===== src/sv/ihash_ram.sv =====
// ----------------------------------------------------------------------------
// ihash_ram
// Generic single-write, single-read RAM with registered read data.
// ----------------------------------------------------------------------------
module ihash_ram #(
  parameter int WIDTH = 8,
  parameter int DEPTH = 16
) (
  input  logic                     clk,
  input  logic                     we,
  input  logic [$clog2(DEPTH)-1:0] waddr,
  input  logic [WIDTH-1:0]         wdata,
  input  logic [$clog2(DEPTH)-1:0] raddr,
  output logic [WIDTH-1:0]         rdata
);

  logic [WIDTH-1:0] mem [DEPTH];

  always_ff @(posedge clk) begin
    if (we) begin
      mem[waddr] <= wdata;
    end
    rdata <= mem[raddr];
  end

endmodule


===== config.mk =====
export PLATFORM = sky130hd
export DESIGN_NAME = ihash_ram
export DESIGN_NICKNAME = d
export VERILOG_FILES = /design/src/sv/ihash_ram.sv
export SDC_FILE = /design/constraint.sdc
export NUM_CORES = 1
export LEC_CHECK = 0
export ABC_AREA = 1
export BUFFER_PORTS_ARGS = -buffer_cell sky130_fd_sc_hd__buf_4
export CORE_UTILIZATION = 55
export CTS_CLUSTER_DIAMETER = 60
export DETAILED_ROUTE_END_ITERATION = 8
export PLACE_DENSITY = 0.68
export SYNTH_ARGS = -nofsm -noshare
export SYNTH_HDL_FRONTEND = slang
export SYNTH_SLANG_ARGS = --single-unit

===== constraint.sdc =====
create_clock -name clk -period 1.8 [get_ports clk]
set_clock_uncertainty 0.1 [all_clocks]
set_input_delay 0.54 -clock clk [delete_from_list [all_inputs] [get_ports clk]]
set_output_delay 0.54 -clock clk [all_outputs]
set_load 0.03 [all_outputs]

==> impl_metrics.csv, run 1 <==
group,metric,value,unit
die,die_height,104,um
grt,grt_max_degree,65,
synthesis,ys_seq_area_share,69.4,%
power,powerDensity,1110,mW/mm^2
grt,antenna_found_initial,0,
drt,finalWirelength,12500,um
sta,hold_viol,0,
clocking,cts.path.max_buffers,2,
clocking,cts.clk_slew.worst_paths,0.06,ns
die,coreArea,0.0102,sq mm
grt,grt_pass1_wl,19600,um
worst_setup_path,end_kind,"output port",
drt,first_pass_iters,5,
flow_run,max-cap-violations,0,
sta,tightest_slew,0.313,ns
placement,port_buffers,25,
clocking,cts_root_buffer,"clkbuf_8",
synthesis,synth.distinct_cells,12,
worst_setup_path,cp_top_family,"flip-flops",
placement,dpl.hpwl,8060,um
finish,layout_commonest_cell,"nand2_1",
die,initial_utilization,56.4,%
worst_setup_path,worstPathCellList,"buf_4",
clocking,clkSinkCount,136,
drt,drc,0,
clocking,cts_tree,"done",
power,p_leak,2.97,nW
placement,gp_congestion,0.815,
synthesis,syn_nets,569,
drt,antenna_left,0,
finish,instances_no_fill,746,
clocking,cts-resized-gates,0,
clocking,post-cts-setup-buffers,0,
drt,viasPerCell,5.07,
outcome,status,"complete, no violations",
sta,finalCriticalPeriod,1.68,ns
worst_setup_path,slowest_delay,0.35,ns
min_path,min_path_type,"primary input to flop",
sta,fin_crit_sh,93.3,%
finish,seq_area,0.00400,sq mm
finish,finalNetCount,615,
grt,grt_pass1_vias,3682,
die,rows,37,
synthesis,syn_area,0.00577,sq mm
die,io_pins,26,
die,die_area,0.0109,sq mm
finish,num-fill-cells,808,
power,ir_drop,638,uV
drt,drt-initial-drc-count,343,
synthesis,post_synth.cell_area_avg,10.5,sq um
worst_setup_path,start_kind,"flop",
sta,setup_tns,0,ns
finish,multi_input_comb_area,0.00121,sq mm
sta,rsz0062_at_grt,"no",
worst_setup_path,worstPathRequired,1.16,ns
finish,syn_to_final_growth,18.0,%
grt,grt_usage,25.1,%
finish,diodes,0,
synthesis,synth_warnings,0,
clocking,insertion_delay,0.53,ns
grt,overflow,0,
sta,finalMaxSlewViolations,0,
synthesis,synthCells,551,
worst_setup_path,slowest_stage,"dfxtp_1",
die,die_width,104,um
clocking,cts_buffers,17,
finish,drive_above_1_share,13.4,%
worst_setup_path,critPathBufInv,1,
clocking,cts_hold_buf,0,
sta,setup_viol,0,
worst_setup_path,crit_arrival,1.04,ns
finish,final_cell_mix,"nand2_1, edfxtp_1, inv_1, nand3_1, buf_4",
synthesis,ys_ff_latch,136,
worst_setup_path,cp_max_fo,1,
drt,vias,3783,
worst_setup_path,timing_worst_setup_path_type,"flop to output port",
placement,dp_cells,714,
drt,wl_per_cell,16.8,um
sta,max_freq,0.595,GHz
sta,relSlewSlack,79.1,%
clocking,htree_levels,4,
[per-layer routing]
metal / GRT usage [%] / vias to the layer above / share of wire [%]
met5: 0 / - / 0
met4: 12.2 / 0 / 2.7
met3: 6.02 / 28 / 7.3
met2: 39.0 / 164 / 48
met1: 33.2 / 1727 / 42
li1: - / 1864 / -
[stage by stage]
step | cell area (sq um) | hold WS [ns] | power [mW] | setup WS [ns] | utilization [%]
after CTS | 6800 | 0.230 | 7.56 | 0.109 | 66.5
final | 6800 | 0.242 | 7.53 | 0.120 | 66.5
after global routing | 6800 | 0.247 | 7.75 | 0.101 | 66.5
after detailed placement | 6200 | 0.572 | 4.14 | 0.101 | 60.6
after floorplan | 5770 | 0.507 | 3.91 | 0.209 | -
after global placement | 6200 | 0.562 | 4.13 | 0.120 | 60.6
[state kept, by name (all words and copies together), names as in the netlist]
register,flops
rdata,8
mem,128
[worst paths after layout]
path,slack (ns),cells after the start,endpoint,from
worst min register to register,0.59,6,rdata[0],mem[4][0]
worst max register to register,0.67,6,rdata[7],mem[3][7]
worst min-delay path,0.24,3,rdata[7],raddr[3]
worst max-delay path,0.12,1,rdata[4],rdata[4]
[area by class of cell]
class | instances | area share, %
flip-flops and latches | 136 | 58.9
multi-input cells | 289 | 17.8
repair buffers | 51 | 6.36
clock buffers | 18 | 6.14
inverters | 102 | 5.63
clock inverters | 14 | 2.67
well taps | 136 | 2.50
[where the power goes]
group	internal, mW	leakage (nW)	switching [mW]	total [mW]
clock	2.23	0.282	1.23	3.46
sequential	3.54	1.22	0.0229	3.56
combinational	0.164	1.47	0.343	0.507
total	5.93	2.97	1.60	7.53
[Yosys cell counts]
master,number,area share (%)
nand2_1,173,11
dfxtp_1,8,2.8
buf_2,13,1.1
buf_1,1,0.065
inv_2,2,0.13
nand3b_1,2,0.26
inv_1,100,6.5
edfxtp_1,128,67
nand3_1,97,8.4
buf_6,6,1.2
nor2_1,17,1.1
buf_4,4,0.52
[kinds of logic after synthesis]
family | synth area share, %
and+or+nand+nor | 21.0
DFF | 69.4
buffers and inverters | 9.52
No activity file was read; power rests on OpenSTA's default activity.
==> inputs of run 2 (changes only) <==
--- a/config.mk
+++ b/config.mk
@@ -7,6 +7,7 @@
 export LEC_CHECK = 0
 export ABC_AREA = 1
 export BUFFER_PORTS_ARGS = -buffer_cell sky130_fd_sc_hd__buf_4
+export CORE_ASPECT_RATIO = 1.75
 export CORE_UTILIZATION = 55
 export CTS_CLUSTER_DIAMETER = 60
 export DETAILED_ROUTE_END_ITERATION = 8
==> impl_metrics.csv, run 2 (synthesized netlist as in run 1, its figures left out) <==
group,metric,value,unit
clocking,cts_root_buffer,"clkbuf_16",
die,rows,49,
clocking,cts_tree,"done",
placement,port_buffers,25,
worst_setup_path,end_kind,"output port",
min_path,min_path_type,"primary input to flop",
finish,syn_to_final_growth,18.5,%
grt,antenna_found_initial,0,
die,die_area,0.0109,sq mm
clocking,cts_buffers,17,
power,total_power,7.69,mW
sta,timing.final.ws_setup,0.168,ns
sta,hold_viol,0,
drt,drc,0,
grt,grt_max_degree,53,
finish,largest_reg_flops,128,
sta,finalMaxSlewViolations,0,
finish,drive_above_1_share,14.1,%
placement,gp_congestion,0.800,
worst_setup_path,timing_worst_setup_path_type,"flop to output port",
die,coreArea,0.0102,sq mm
die,initial_utilization,56.3,%
worst_setup_path,worstPathRequired,1.16,ns
worst_setup_path,critPathBufInv,1,
finish,finalNetCount,617,
finish,diodes,0,
finish,layout_commonest_cell,"nand2_1",
sta,setup_tns,0,ns
sta,relSlewSlack,79.9,%
min_path,min_path_cells,1,
sta,max_freq,0.613,GHz
finish,final_cell_area,0.00683,sq mm
drt,viasPerCell,5.29,
sta,tightest_slew,0.301,ns
clocking,cts.clk_slew.worst_paths,0.06,ns
power,ir_drop,948,uV
clocking,cts_hold_buf,0,
worst_setup_path,cp_top_family,"flip-flops",
clocking,cts.path.max_buffers,2,
sta,rsz0062_at_grt,"no",
drt,drt-initial-drc-count,327,
drt,vias,3906,
placement,pre_cts_ws,0.0981,ns
drt,antenna_left,0,
worst_setup_path,worstPathCellList,"buf_4",
grt,grt_pass1_vias,3815,
sta,finalCriticalPeriod,1.63,ns
drt,wl_per_cell,17.0,um
finish,final_cell_mix,"nand2_1, edfxtp_1, inv_1, nand3_1, buf_4",
finish,regMostFlops,"mem",
drt,first_pass_iters,5,
worst_setup_path,start_kind,"flop",
outcome,status,"complete, no violations",
die,die_width,79.4,um
flow_run,max-cap-violations,0,
clocking,post-cts-setup-buffers,0,
finish,largest_registers,"mem (128), rdata (8)",
placement,dpl.hpwl,8080,um
worst_setup_path,slowest_stage,"dfxtp_1",
clocking,insertion_delay,0.42,ns
die,die_height,137,um
clocking,cts-resized-gates,0,
die,io_pins,26,
power,powerDensity,1130,mW/mm^2
drt,finalWirelength,12600,um
clocking,htree_levels,4,
grt,overflow,0,
sta,setup_viol,0,
power,p_leak,3.00,nW
placement,place_area,0.00621,sq mm
worst_setup_path,slowest_delay,0.39,ns
worst_setup_path,worst_r2r_path_depth,6,
worst_setup_path,cp_max_fo,1,
clocking,clkSinkCount,136,
sta,holdWs,0.344,ns
worst_setup_path,cp.depth,1,
sta,fin_crit_sh,90.7,%
grt,grt_pass1_wl,19600,um
worst_setup_path,crit_arrival,0.99,ns
grt,grt_usage,25.7,%
-- run 2: cell types whose count changed in the layout (fill, tap and decap cells not counted), sizes merged --
| cell | delta |
|---|---|
| clkinvlp | -2 |
| inv | +3 |
| buf | +2 |
| clkinv | -1 |
-- run 2: area by class of cell --
| class | instances | area [sq um] |
|---|---|---|
| sequential | 136 | 4000 |
| timing repair buffer | 53 | 448 |
| fill | 736 | 3400 |
| multi-input combinational | 289 | 1210 |
| clock buffer | 18 | 429 |
| tap | 127 | 159 |
| clock inverter | 14 | 198 |
| inverter | 102 | 383 |
-- run 2: final timing paths --
check	from	endpoint	slack (ns)
setup / recovery	rdata[4]	rdata[4]	0.17
hold / removal	wdata[4]	mem[9][4]	0.34
setup reg to reg	mem[11][3]	rdata[3]	0.73
hold reg to reg	mem[14][4]	rdata[4]	0.56
-- run 2: routing by layer --
layer / global-route usage [%] / routed length, um / up-vias
met3: 5.76 / 696 / 25
met5: 0 / 0 / -
li1: - / - / 1869
met1: 30.0 / 4770 / 1881
met4: 12.9 / 357 / 0
met2: 44.1 / 6740 / 131
-- run 2: through the flow --
step	std cells	utilization [%]
floorplan	551	-
global placement	707	60.6
detailed placement	707	60.6
CTS	739	66.7
global route	739	66.7
finish	739	66.7
-- run 2: power breakdown --
part	leakage (nW)	internal, mW	total [mW]	switching (mW)
logic	1.48	0.165	0.499	0.333
registers	1.22	3.54	3.56	0.0224
clock network	0.301	2.33	3.63	1.30
total	3.00	6.03	7.69	1.66
