### src/sv/ihash_pkg.sv
// ----------------------------------------------------------------------------
// ihash_pkg
// Shared types and constants for the integer-key hash table.
// ----------------------------------------------------------------------------
package ihash_pkg;

  localparam int KEY_W      = 32;
  localparam int VAL_W      = 32;
  localparam int TOTAL_W    = 12;
  localparam int HASH_LO_W  = 16;
  localparam logic [HASH_LO_W-1:0] HASH_MUL = 16'd40503;

  typedef enum logic [1:0] {
    KIND_LOOKUP = 2'd0,
    KIND_ADD    = 2'd1,
    KIND_REMOVE = 2'd2,
    KIND_SPARE  = 2'd3
  } kind_t;

  typedef enum logic [1:0] {
    ST_OK        = 2'd0,
    ST_NOT_FOUND = 2'd1,
    ST_FULL      = 2'd2,
    ST_ZERO_DATA = 2'd3
  } status_t;

  // outcome of one bucket row update
  typedef struct packed {
    logic             found;
    status_t          status;
    logic             wr;
    logic             inc;
    logic             dec;
    logic [VAL_W-1:0] value;
  } upd_res_t;

endpackage

### src/sv/ihash_bucket_upd.sv
// ----------------------------------------------------------------------------
// ihash_bucket_upd
// Compares all ways of one bucket row and builds the row to write back.
// ----------------------------------------------------------------------------
module ihash_bucket_upd
  import ihash_pkg::*;
#(
  parameter int WAYS      = 8,
  parameter int DATA_BITS = 32,
  parameter int RANK_W    = 3,
  parameter int ENTRY_W   = KEY_W + DATA_BITS + 1 + RANK_W
) (
  input  kind_t                     kind,
  input  logic [KEY_W-1:0]          key,
  input  logic [VAL_W-1:0]          value_in,
  input  logic [WAYS*ENTRY_W-1:0]   row_in,
  output logic [WAYS*ENTRY_W-1:0]   row_out,
  output upd_res_t                  res
);

  localparam int VAL_OFS  = KEY_W;
  localparam int VLD_OFS  = KEY_W + DATA_BITS;
  localparam int RANK_OFS = KEY_W + DATA_BITS + 1;

  logic [KEY_W-1:0]     k    [WAYS];
  logic [DATA_BITS-1:0] v    [WAYS];
  logic                 vld  [WAYS];
  logic [RANK_W-1:0]    rk   [WAYS];
  logic [WAYS-1:0]      match;
  logic [WAYS-1:0]      hit;
  logic [WAYS-1:0]      first_free;
  logic                 any_hit;
  logic                 any_free;
  logic                 seen_free;
  logic [DATA_BITS-1:0] vsel;
  logic [RANK_W-1:0]    rsel;
  logic [DATA_BITS-1:0] din;
  logic [63:0]          in64;
  logic [63:0]          out64;
  logic                 is_add;
  logic                 is_rem;
  logic                 do_add;
  logic                 do_rem;

  always_comb begin
    for (int w = 0; w < WAYS; w++) begin
      k[w]     = row_in[w*ENTRY_W +: KEY_W];
      v[w]     = row_in[w*ENTRY_W + VAL_OFS +: DATA_BITS];
      vld[w]   = row_in[w*ENTRY_W + VLD_OFS];
      rk[w]    = row_in[w*ENTRY_W + RANK_OFS +: RANK_W];
      match[w] = vld[w] && (k[w] == key);
    end
  end

  // newest match: no other match carries a lower rank
  always_comb begin
    for (int w = 0; w < WAYS; w++) begin
      hit[w] = match[w];
      for (int j = 0; j < WAYS; j++) begin
        if (j != w && match[j] && (rk[j] < rk[w])) begin
          hit[w] = 1'b0;
        end
      end
    end
  end

  always_comb begin
    seen_free = 1'b0;
    for (int w = 0; w < WAYS; w++) begin
      first_free[w] = !vld[w] && !seen_free;
      seen_free     = seen_free || !vld[w];
    end
  end

  always_comb begin
    vsel = '0;
    rsel = '0;
    for (int w = 0; w < WAYS; w++) begin
      if (hit[w]) begin
        vsel = vsel | v[w];
        rsel = rsel | rk[w];
      end
    end
  end

  assign any_hit  = |hit;
  assign any_free = |first_free;
  assign in64     = 64'(value_in);
  assign din      = in64[DATA_BITS-1:0];
  assign out64    = 64'(vsel);
  assign is_add   = (kind == KIND_ADD);
  assign is_rem   = (kind == KIND_REMOVE);
  assign do_add   = is_add && (din != '0) && any_free;
  assign do_rem   = is_rem && any_hit;

  always_comb begin
    row_out = row_in;
    for (int w = 0; w < WAYS; w++) begin
      if (do_add) begin
        if (first_free[w]) begin
          row_out[w*ENTRY_W +: KEY_W]                = key;
          row_out[w*ENTRY_W + VAL_OFS +: DATA_BITS]  = din;
          row_out[w*ENTRY_W + VLD_OFS]               = 1'b1;
          row_out[w*ENTRY_W + RANK_OFS +: RANK_W]    = '0;
        end else if (vld[w]) begin
          row_out[w*ENTRY_W + RANK_OFS +: RANK_W]    = rk[w] + RANK_W'(1);
        end
      end else if (do_rem) begin
        if (hit[w]) begin
          row_out[w*ENTRY_W + VLD_OFS]               = 1'b0;
          row_out[w*ENTRY_W + RANK_OFS +: RANK_W]    = '0;
        end else if (vld[w] && (rk[w] > rsel)) begin
          row_out[w*ENTRY_W + RANK_OFS +: RANK_W]    = rk[w] - RANK_W'(1);
        end
      end
    end
  end

  always_comb begin
    res.wr    = do_add || do_rem;
    res.inc   = do_add;
    res.dec   = do_rem;
    res.found = 1'b0;
    res.value = '0;
    if (is_add) begin
      if (din == '0) begin
        res.status = ST_ZERO_DATA;
      end else if (!any_free) begin
        res.status = ST_FULL;
      end else begin
        res.status = ST_OK;
      end
    end else if (any_hit) begin
      res.found  = 1'b1;
      res.value  = out64[VAL_W-1:0];
      res.status = ST_OK;
    end else begin
      res.status = ST_NOT_FOUND;
    end
  end

endmodule
### config.mk
export PLATFORM = sky130hd
export DESIGN_NAME = ihash_bucket_upd
export DESIGN_NICKNAME = d
export VERILOG_FILES = /design/src/sv/ihash_pkg.sv /design/src/sv/ihash_bucket_upd.sv
export SDC_FILE = /design/constraint.sdc
export NUM_CORES = 1
export LEC_CHECK = 0
export BUFFER_PORTS_ARGS = -buffer_cell sky130_fd_sc_hd__buf_4
export CAP_MARGIN = 20
export CORE_AREA = 10 10 451 453
export DETAILED_ROUTE_END_ITERATION = 8
export DIE_AREA = 0 0 461 463
export GPL_TIMING_DRIVEN = 0
export SETUP_SLACK_MARGIN = 0.5
export SYNTH_ARGS = -nofsm -noshare
export SYNTH_HDL_FRONTEND = slang
export SYNTH_SLANG_ARGS = --single-unit
### constraint.sdc
create_clock -name vclk -period 5.9
set_input_delay 0.59 -clock vclk [all_inputs]
set_output_delay 0.59 -clock vclk [all_outputs]
set_load 0.01 [all_outputs]
==> results of run 1 <==
[per-layer routing]
layer	wire [um]	part of all wire, %	up-vias
met5	727	0.23	-
met2	132000	42	2250
met4	16500	5.2	122
li1	-	-	10200
met3	46000	15	594
met1	122000	39	13300
[final timing paths]
| path | from | end | slack (ps) | depth (start not counted) |
|---|---|---|---|---|
| worst min-delay path | row_in[105] | row_out[105] | 1500 | 3 |
| worst max-delay path | key[31] | row_out[407] | 170 | 23 |
[cells in the mapped netlist, drive strengths merged (3+ instances only)]
library cell  instances
nor3b                 3
nand2b               17
nor2b                24
nor4                 38
a22oi                73
inv                  55
o21bai               11
mux2i                 4
o2111ai               6
mux2                497
nand4                81
a21oi                52
ha                  124
xor2                 36
nand3b               15
o22ai                44
and3                 13
clkbuf               77
a21o                  4
a32oi                 5
o211ai                3
a211o                 3
or3                   4
a31oi                40
and2                  4
xnor2               219
buf                  92
nand2               120
nor3                 26
nand4b                5
o21ai                56
o2bb2ai               4
a22o                 34
o31a                  4
o32ai                13
a221oi               37
nor2                 28
nand3                59
o221ai                3
[area by class of cell]
class / instances / area, sq um
well taps: 2542 / 3180
multi-input cells: 1730 / 16400
repair buffers: 1279 / 10100
fillers: 22300 / 163000
diodes: 75 / 188
plain buffers: 168 / 1210
inverters: 56 / 234
[what timing repair did]
| item | 4_1_cts | 5_1_grt |
|---|---|---|
| endpoints found under the setup margin | 333 | 43 |
| resized for setup | 347 | 88 |
| setup buffers | 82 | 12 |
| pin swaps | 92 | 48 |
| gates cloned | 0 | 3 |
[cells in the final DEF, fill, tap and decap left out, types with 17 or more instances in the layout]
cell      count
buf_4      1247
mux2_2      497
xnor2_1     199
nand2_1     110
ha_1        110
nand4_1      80
diode_2      75
a22oi_1      69
buf_6        54
inv_1        47
nand3_1      47
clkbuf_1     44
a21oi_1      42
o21ai_0      37
xor2_1       34
o22ai_1      34
a22o_1       34
a221oi_1     31
buf_2        26
clkbuf_2     23
nor4_1       21
nor2b_1      20
nand2b_1     17
nor3_1       17
a31oi_4      17
[metrics by stage]
| stage | instance area, sq um | hold slack (ps) | utilization [%] | std cells |
|---|---|---|---|---|
| after floorplan | 15900 | 1280 | - | 1955 |
| after global placement | 27800 | 1500 | 14.3 | 5659 |
| after detailed placement | 28100 | 1500 | 14.5 | 5679 |
| after CTS | 30500 | 1500 | 15.7 | 5760 |
| after global routing | 31200 | 1520 | 16.1 | 5806 |
| final | 31300 | 1500 | 16.1 | 5850 |
[kinds of logic (layout without fill, tap and decap cells)]
family / count (synthesis) / after routing / synth area share, %
compound gates: 404 / 404 / 18.3
fa+ha+maj: 124 / 124 / 9.77
xor+xnor: 255 / 255 / 14.1
buf+inv: 225 / 1503 / 6.51
simple gates: 446 / 446 / 15.8
mux: 501 / 501 / 35.5
other cells: 0 / 75 / 0
[power by group]
part | switching (mW) | internal [mW] | total [mW] | leakage [nW]
Combinational | 1.68 | 1.01 | 2.69 | 12.4
Sequential | 0 | 0 | 0 | 0
Clock | 0 | 0.00000130 | 0.00000130 | 0.000473
Total | 1.68 | 1.01 | 2.69 | 12.4
==> results.json, run 1 <==
{
  "outcome": "finished, final reports clean",
  "n_sequential_cell": 0,
  "p_leak_nw": 12.4,
  "crit_family": "simple AND/OR/NAND/NOR gates",
  "hold_violations": 0,
  "port_buffers": 1162,
  "critPathSlowestCell": "nand4_1",
  "grt_use_met1_pct": 32.2,
  "pre_cts_ws_ps": -3420,
  "max-vdd-ir-drop_mv": 0.0552,
  "crit_chain": "buf_8, buf_12, xnor2_2, nand4_1, nor4_4, buf_6, nand4_1, o22ai_4, nor4_4, buf_6, buf_8, a221oi_4, and3_4, buf_12, buf_12, ha_4, nor2b_4, o21ai_2, a21oi_4, o2111ai_2, xnor2_1, a22o_1, buf_6",
  "syn_inst": 1955,
  "ctsHoldBuffers": 0,
  "setup_ws_ps": 174,
  "start_kind": "input pin",
  "finalSetupTns_ps": 0,
  "setup_viol": 0,
  "crit_buf_inv": 8,
  "power_density_nw_per_um2": 85.9,
  "drive_above_1_share_pct": 65.1,
  "slew_headroom_pct": 15.7,
  "coreArea_sq_um": 194000,
  "ys_warn_count": 0,
  "boundaryPins": 1192,
  "synth_cell_types": 73,
  "wire_per_inst_um": 54.2,
  "drtIter0Drc": 3082,
  "drc": 0,
  "worstPathArrival_ps": 5140,
  "required_ps": 5310,
  "max_freq_mhz": 175,
  "row_count": 162,
  "antenna_found_initial": 205,
  "path_class": "in2out",
  "post-dp-hpwl_mm": 283,
  "avgSynthCellArea_sq_um": 8.12,
  "seqCellArea_sq_um": 0,
  "drv_slew": 0,
  "grt_pass1_vias": 25000,
  "clockBufferCount": 0,
  "layout.nets": 3969,
  "synthTopCellsByArea": "mux2_2 (35%), xnor2_1 (12%), ha_1 (9.8%)",
  "viasPerCell": 4.51,
  "met2_usage_pct": 41.7,
  "cap_violations": 0,
  "start_util_pct": 8.18,
  "first_pass_iters": 6,
  "yosysSeqAreaShare_pct": 0,
  "ant_nets": 0,
  "die_x_um": 461,
  "synth_fp_nets": 2689,
  "syn_area_sq_um": 15900,
  "fin_crit_ps": 5730,
  "routed_wl_mm": 317,
  "num_vias": 26400,
  "finalPower_mw": 2.69,
  "yosysTopAreaCellShare_pct": 35.3,
  "grtUsageTotal_pct": 27.8,
  "grt_start_max_net_pins": 13,
  "worstPathMaxFanout": 7,
  "hold_path_class": "in2out",
  "die_h_um": 463,
  "min_period_over_period_pct": 97.0,
  "design.die.area_sq_um": 213000,
  "cp_slowest_stage_delay_ps": 530,
  "gp_congestion": 0.995,
  "yosys.area.top_type": "mux2_2",
  "met3_usage_pct": 16.5,
  "grt_setup_unrepaired": "yes",
  "grt-busiest-layer": "met2",
  "tightest_slew_ps": 1260,
  "gr-total-overflow": 0,
  "critPathCaptureType": "output pin",
  "grt_pass1_wl_mm": 373,
  "areaGrowthSynthToFinish_pct": 97.1
}
(Power assumes the default switching activity.)
==> run 2: changes to the inputs <==
- BUFFER_PORTS_ARGS: -buffer_cell sky130_fd_sc_hd__buf_4 -> -buffer_cell sky130_fd_sc_hd__buf_2
==> run 2 against run 1 <==
Compared with the run above:
- core utilization is 1.2 points lower
- highest routed layer unchanged
- wire length is 0.29% lower
- worst hold slack better by 11 ps
- critical endpoint is now row_out[134]
- critical path type unchanged
==> results.json, run 2 (synthesis gave the netlist of run 1 again) <==
{
  "viasPerCell": 4.50,
  "tightest_slew_ps": 1210,
  "hold_end": "row_out[105]",
  "ctsHoldBuffers": 0,
  "drc": 0,
  "antenna_found_initial": 256,
  "hold_path_class": "in2out",
  "fill_cells": 22400,
  "design.die.area_sq_um": 213000,
  "final_cell_mix": "buf_2 (1146), mux2_2 (497), xnor2_1 (202), buf_4 (136)",
  "boundaryPins": 1192,
  "grt_pass1_wl_mm": 372,
  "grt_start_max_net_pins": 13,
  "die_h_um": 463,
  "met2_usage_pct": 40.6,
  "worstPathArrival_ps": 5160,
  "min_period_over_period_pct": 97.5,
  "setup_ws_ps": 148,
  "areaGrowthSynthToFinish_pct": 82.3,
  "routed_wl_mm": 316,
  "hold_violations": 0,
  "grt-busiest-layer": "met2",
  "drv_slew": 0,
  "first_pass_iters": 6,
  "max_freq_mhz": 174,
  "grt_setup_unrepaired": "yes",
  "finalSetupTns_ps": 0,
  "num_vias": 26700,
  "grt_use_met1_pct": 32.1,
  "outcome": "finished, final reports clean",
  "port_buffers": 1162,
  "n_sequential_cell": 0,
  "gr-total-overflow": 0,
  "fin_crit_ps": 5750,
  "cap_violations": 0,
  "met3_usage_pct": 16.3,
  "post-dp-hpwl_mm": 283,
  "power_density_nw_per_um2": 85.8,
  "min_from": "row_in[105]",
  "drtIter0Drc": 2848,
  "final_common_cell": "buf_2",
  "slew_headroom_pct": 19.4,
  "ant_nets": 0,
  "start_util_pct": 8.18,
  "grtUsageTotal_pct": 27.8,
  "path_class": "in2out",
  "hold_depth": 3,
  "grt_pass1_vias": 25400,
  "required_ps": 5310,
  "max-vdd-ir-drop_mv": 0.0386,
  "seqCellArea_sq_um": 0,
  "critPathCaptureType": "output pin",
  "multiInputGateArea_sq_um": 16500,
  "setup_viol": 0,
  "row_count": 162,
  "layout.nets": 3990,
  "coreArea_sq_um": 194000,
  "gp_congestion": 1.02,
  "drive_above_1_share_pct": 66.3,
  "clockBufferCount": 0,
  "worstPathMaxFanout": 10,
  "p_leak_nw": 11.6,
  "pre_cts_ws_ps": -3110,
  "start_kind": "input pin",
  "wire_per_inst_um": 53.2,
  "die_x_um": 461
}
## run 2: layer usage
metal | up-vias | wire length [um] | part of all wire, %
met5 | - | 920 | 0.29
met4 | 146 | 19200 | 6.1
met3 | 594 | 45900 | 15
met2 | 2166 | 129000 | 41
met1 | 13600 | 121000 | 38
li1 | 10200 | - | -
## run 2: how the worst max path moves through the flow
stage / from / endpoint / slack (ps)
5_1_grt: key[31] / row_out[271] / 60
2_1_floorplan: key[26] / row_out[543] / 920
6_report: key[31] / row_out[134] / 150
3_3_place_gp: key[12] / row_out[543] / -3570
4_1_cts: key[31] / row_out[271] / 280
3_5_place_dp: key[14] / row_out[543] / -3110
## run 2: layout make-up
class / count / share of cell area (%)
Multi-Input combinational cell: 1730 / 57.0
Timing Repair Buffer: 1299 / 25.6
Tap cell: 2542 / 11.0
Buffer: 169 / 4.21
Antenna cell: 147 / 1.27
Inverter: 56 / 0.886
## run 2: critical path: stages
cell     delay, ps
buf_8          110
buf_12         140
xnor2_2        120
nand4_1        540
nor4_4         470
buf_6          170
buf_6          110
buf_4          100
nand4_1        490
o22ai_2        450
nor4_1         180
nor4_2         630
a21oi_4        300
and3_4         260
o32ai_4        280
buf_6          160
## run 2: what timing repair did
action	in CTS	in global routing
setup endpoints to repair	399	64
buffers inserted	105	12
pin swaps	100	57
cloned	0	0
gates resized for setup	409	96
## run 2: power breakdown
part | switching, mW | internal (mW) | total [mW]
Sequential | 0 | 0 | 0
Combinational | 1.68 | 0.798 | 2.48
Clock | 0 | 0.00000305 | 0.00000306
## run 2: per-stage QoR
step | instance area, sq um | hold slack [ps] | instances | utilization, % | total power, mW
finish | 28900 | 1520 | 5943 | 14.9 | 2.48
detailed placement | 25300 | 1520 | 5679 | 13.0 | 2.26
global placement | 24900 | 1520 | 5659 | 12.8 | 2.26
global route | 28800 | 1530 | 5878 | 14.8 | 2.55
floorplan | 15900 | 1280 | 1955 | - | 0.796
CTS | 28100 | 1520 | 5784 | 14.5 | 2.42
==> run 3: changes to the inputs <==
==> constraint.sdc (replaced) <==
create_clock -name vclk -period 5.9
set_input_delay 0.295 -clock vclk [all_inputs]
set_output_delay 0.295 -clock vclk [all_outputs]
set_load 0.01 [all_outputs]
==> run 3 against run 2 <==
Compared with the run above:
- design area down 6.1%
- maximum frequency rose by 4.1%
- core utilization is 0.91 points lower
- count of clock-buffer cells in the layout stayed put
- sequential share of layout area unchanged
- critical path type unchanged
- critical endpoint is now row_out[67]
==> results.json, run 3 (synthesis gave the netlist of run 1 again) <==
{
  "ctsHoldBuffers": 0,
  "coreArea_sq_um": 194000,
  "max-vdd-ir-drop_mv": 0.0393,
  "wl_met1_mm": 121,
  "antenna_found_initial": 260,
  "viasPerCell": 4.49,
  "worstPathArrival_ps": 5230,
  "met3_length_mm": 45.5,
  "critPathSlowestCell": "o311ai_1",
  "required_ps": 5610,
  "gp_congestion": 1.02,
  "ant_nets": 0,
  "port_buffers": 1162,
  "num_vias": 26400,
  "max_freq_mhz": 181,
  "path_class": "in2out",
  "drv_slew": 0,
  "crit_family": "simple AND/OR/NAND/NOR gates",
  "clockBufferCount": 0,
  "drtIter0Drc": 2984,
  "dp.cells": 5679,
  "boundaryPins": 1192,
  "hold_slack_ps": 923,
  "crit_buf_inv": 3,
  "min_period_over_period_pct": 93.6,
  "grt_pass1_wl_mm": 370,
  "die_x_um": 461,
  "gr-total-overflow": 0,
  "seqCellArea_sq_um": 0,
  "hold_violations": 0,
  "finalPower_mw": 2.38,
  "worstPathMaxFanout": 10,
  "setup_viol": 0,
  "top_layer_used": "met5",
  "n_sequential_cell": 0,
  "drc": 0,
  "slew_headroom_pct": 15.2,
  "start_kind": "input pin",
  "wire_per_inst_um": 53.6,
  "areaGrowthSynthToFinish_pct": 71.1,
  "die_h_um": 463,
  "first_pass_iters": 7,
  "design.die.area_sq_um": 213000,
  "routed_wl_mm": 315,
  "layout.nets": 3935,
  "start_util_pct": 8.18,
  "final_common_cell": "buf_2",
  "grt_setup_unrepaired": "yes",
  "post-dp-hpwl_mm": 283,
  "row_count": 162,
  "critPathMostFrequentCell": "buf_2",
  "outcome": "finished, final reports clean",
  "final_cell_mix": "buf_2 (1184), mux2_2 (497), xnor2_1 (207), ha_1 (124), nand2_1 (116)",
  "power_density_nw_per_um2": 87.7,
  "hold_end": "row_out[105]",
  "grtUsageTotal_pct": 27.7,
  "grt_pass1_vias": 24900,
  "fin_crit_ps": 5520,
  "critPathCaptureType": "output pin",
  "hold_depth": 3,
  "tightest_slew_ps": 1270,
  "crit_chain": "buf_2, buf_2, xor2_1, nor3_4, nor3b_1, nand4_1, o311ai_1, nor4_1, nor4_2, a21oi_4, a31oi_1, a2bb2oi_4, buf_2",
  "cap_violations": 0,
  "dr_wl_met2_mm": 131,
  "cp_slowest_stage_delay_ps": 840,
  "drive_above_1_share_pct": 61.8,
  "final_core_util_pct": 14.0,
  "grt_start_max_net_pins": 13,
  "p_leak_nw": 11.0,
  "hold_path_class": "in2out",
  "min_from": "row_in[105]",
  "instances_no_fill": 5879
}
[run 3: changes by cell type in the layout (fill, tap and decap cells not counted), moves of 12 or more]
cell and delta:
buf_2 +38, clkbuf_1 +18, clkbuf_2 -19, o21ai_0 +12, buf_6 -36, buf_4 -45, ha_4 -18, ha_1 +19
[run 3: cell type report]
cell class         count  area, sq um
repair buffers      1244         6750
well taps           2542         3180
multi-input cells   1730        15600
plain buffers        169         1030
fillers            22500       167000
inverters             56          238
diodes               138          345
[run 3: layer usage]
layer / track usage (%) / vias to the layer above
met1: 32.2 / 13400
met2: 41.2 / 2146
met5: 0 / -
li1: - / 10200
met4: 11.6 / 134
met3: 15.9 / 543
[run 3: tightest hold or removal path, cell delays in order]
cell    delay, ps
buf_2          80
mux2_2        130
buf_2         120
[run 3: per-stage QoR]
stage	area [sq um]	setup TNS, ps	setup WS, ps
finish	27200	0	376
global route	27000	0	490
CTS	26400	0	475
detailed placement	25300	-73940	-2520
global placement	24900	-333450	-2980
floorplan	15900	0	1510
[run 3: repair_timing]
| item | CTS | global route |
|---|---|---|
| pin swaps | 26 | 18 |
| resized for setup | 170 | 59 |
| setup endpoints to repair | 171 | 24 |
| gates cloned | 0 | 1 |
| setup buffers | 41 | 20 |
[run 3: worst max-delay path by stage]
stage / from / to / depth (start not counted)
after floorplan: key[26] / row_out[543] / 18
after CTS: key[11] / row_out[543] / 20
after detailed placement: key[14] / row_out[543] / 20
final: key[16] / row_out[67] / 13
after global routing: key[12] / row_out[338] / 21
after global placement: key[12] / row_out[543] / 19
[run 3: power breakdown]
part	total, mW	switching, mW	leakage, nW	internal (mW)
Combinational	2.38	1.64	11.0	0.738
Clock	0.00000308	0	0.000875	0.00000308
Sequential	0	0	0	0
Total	2.38	1.64	11.0	0.738
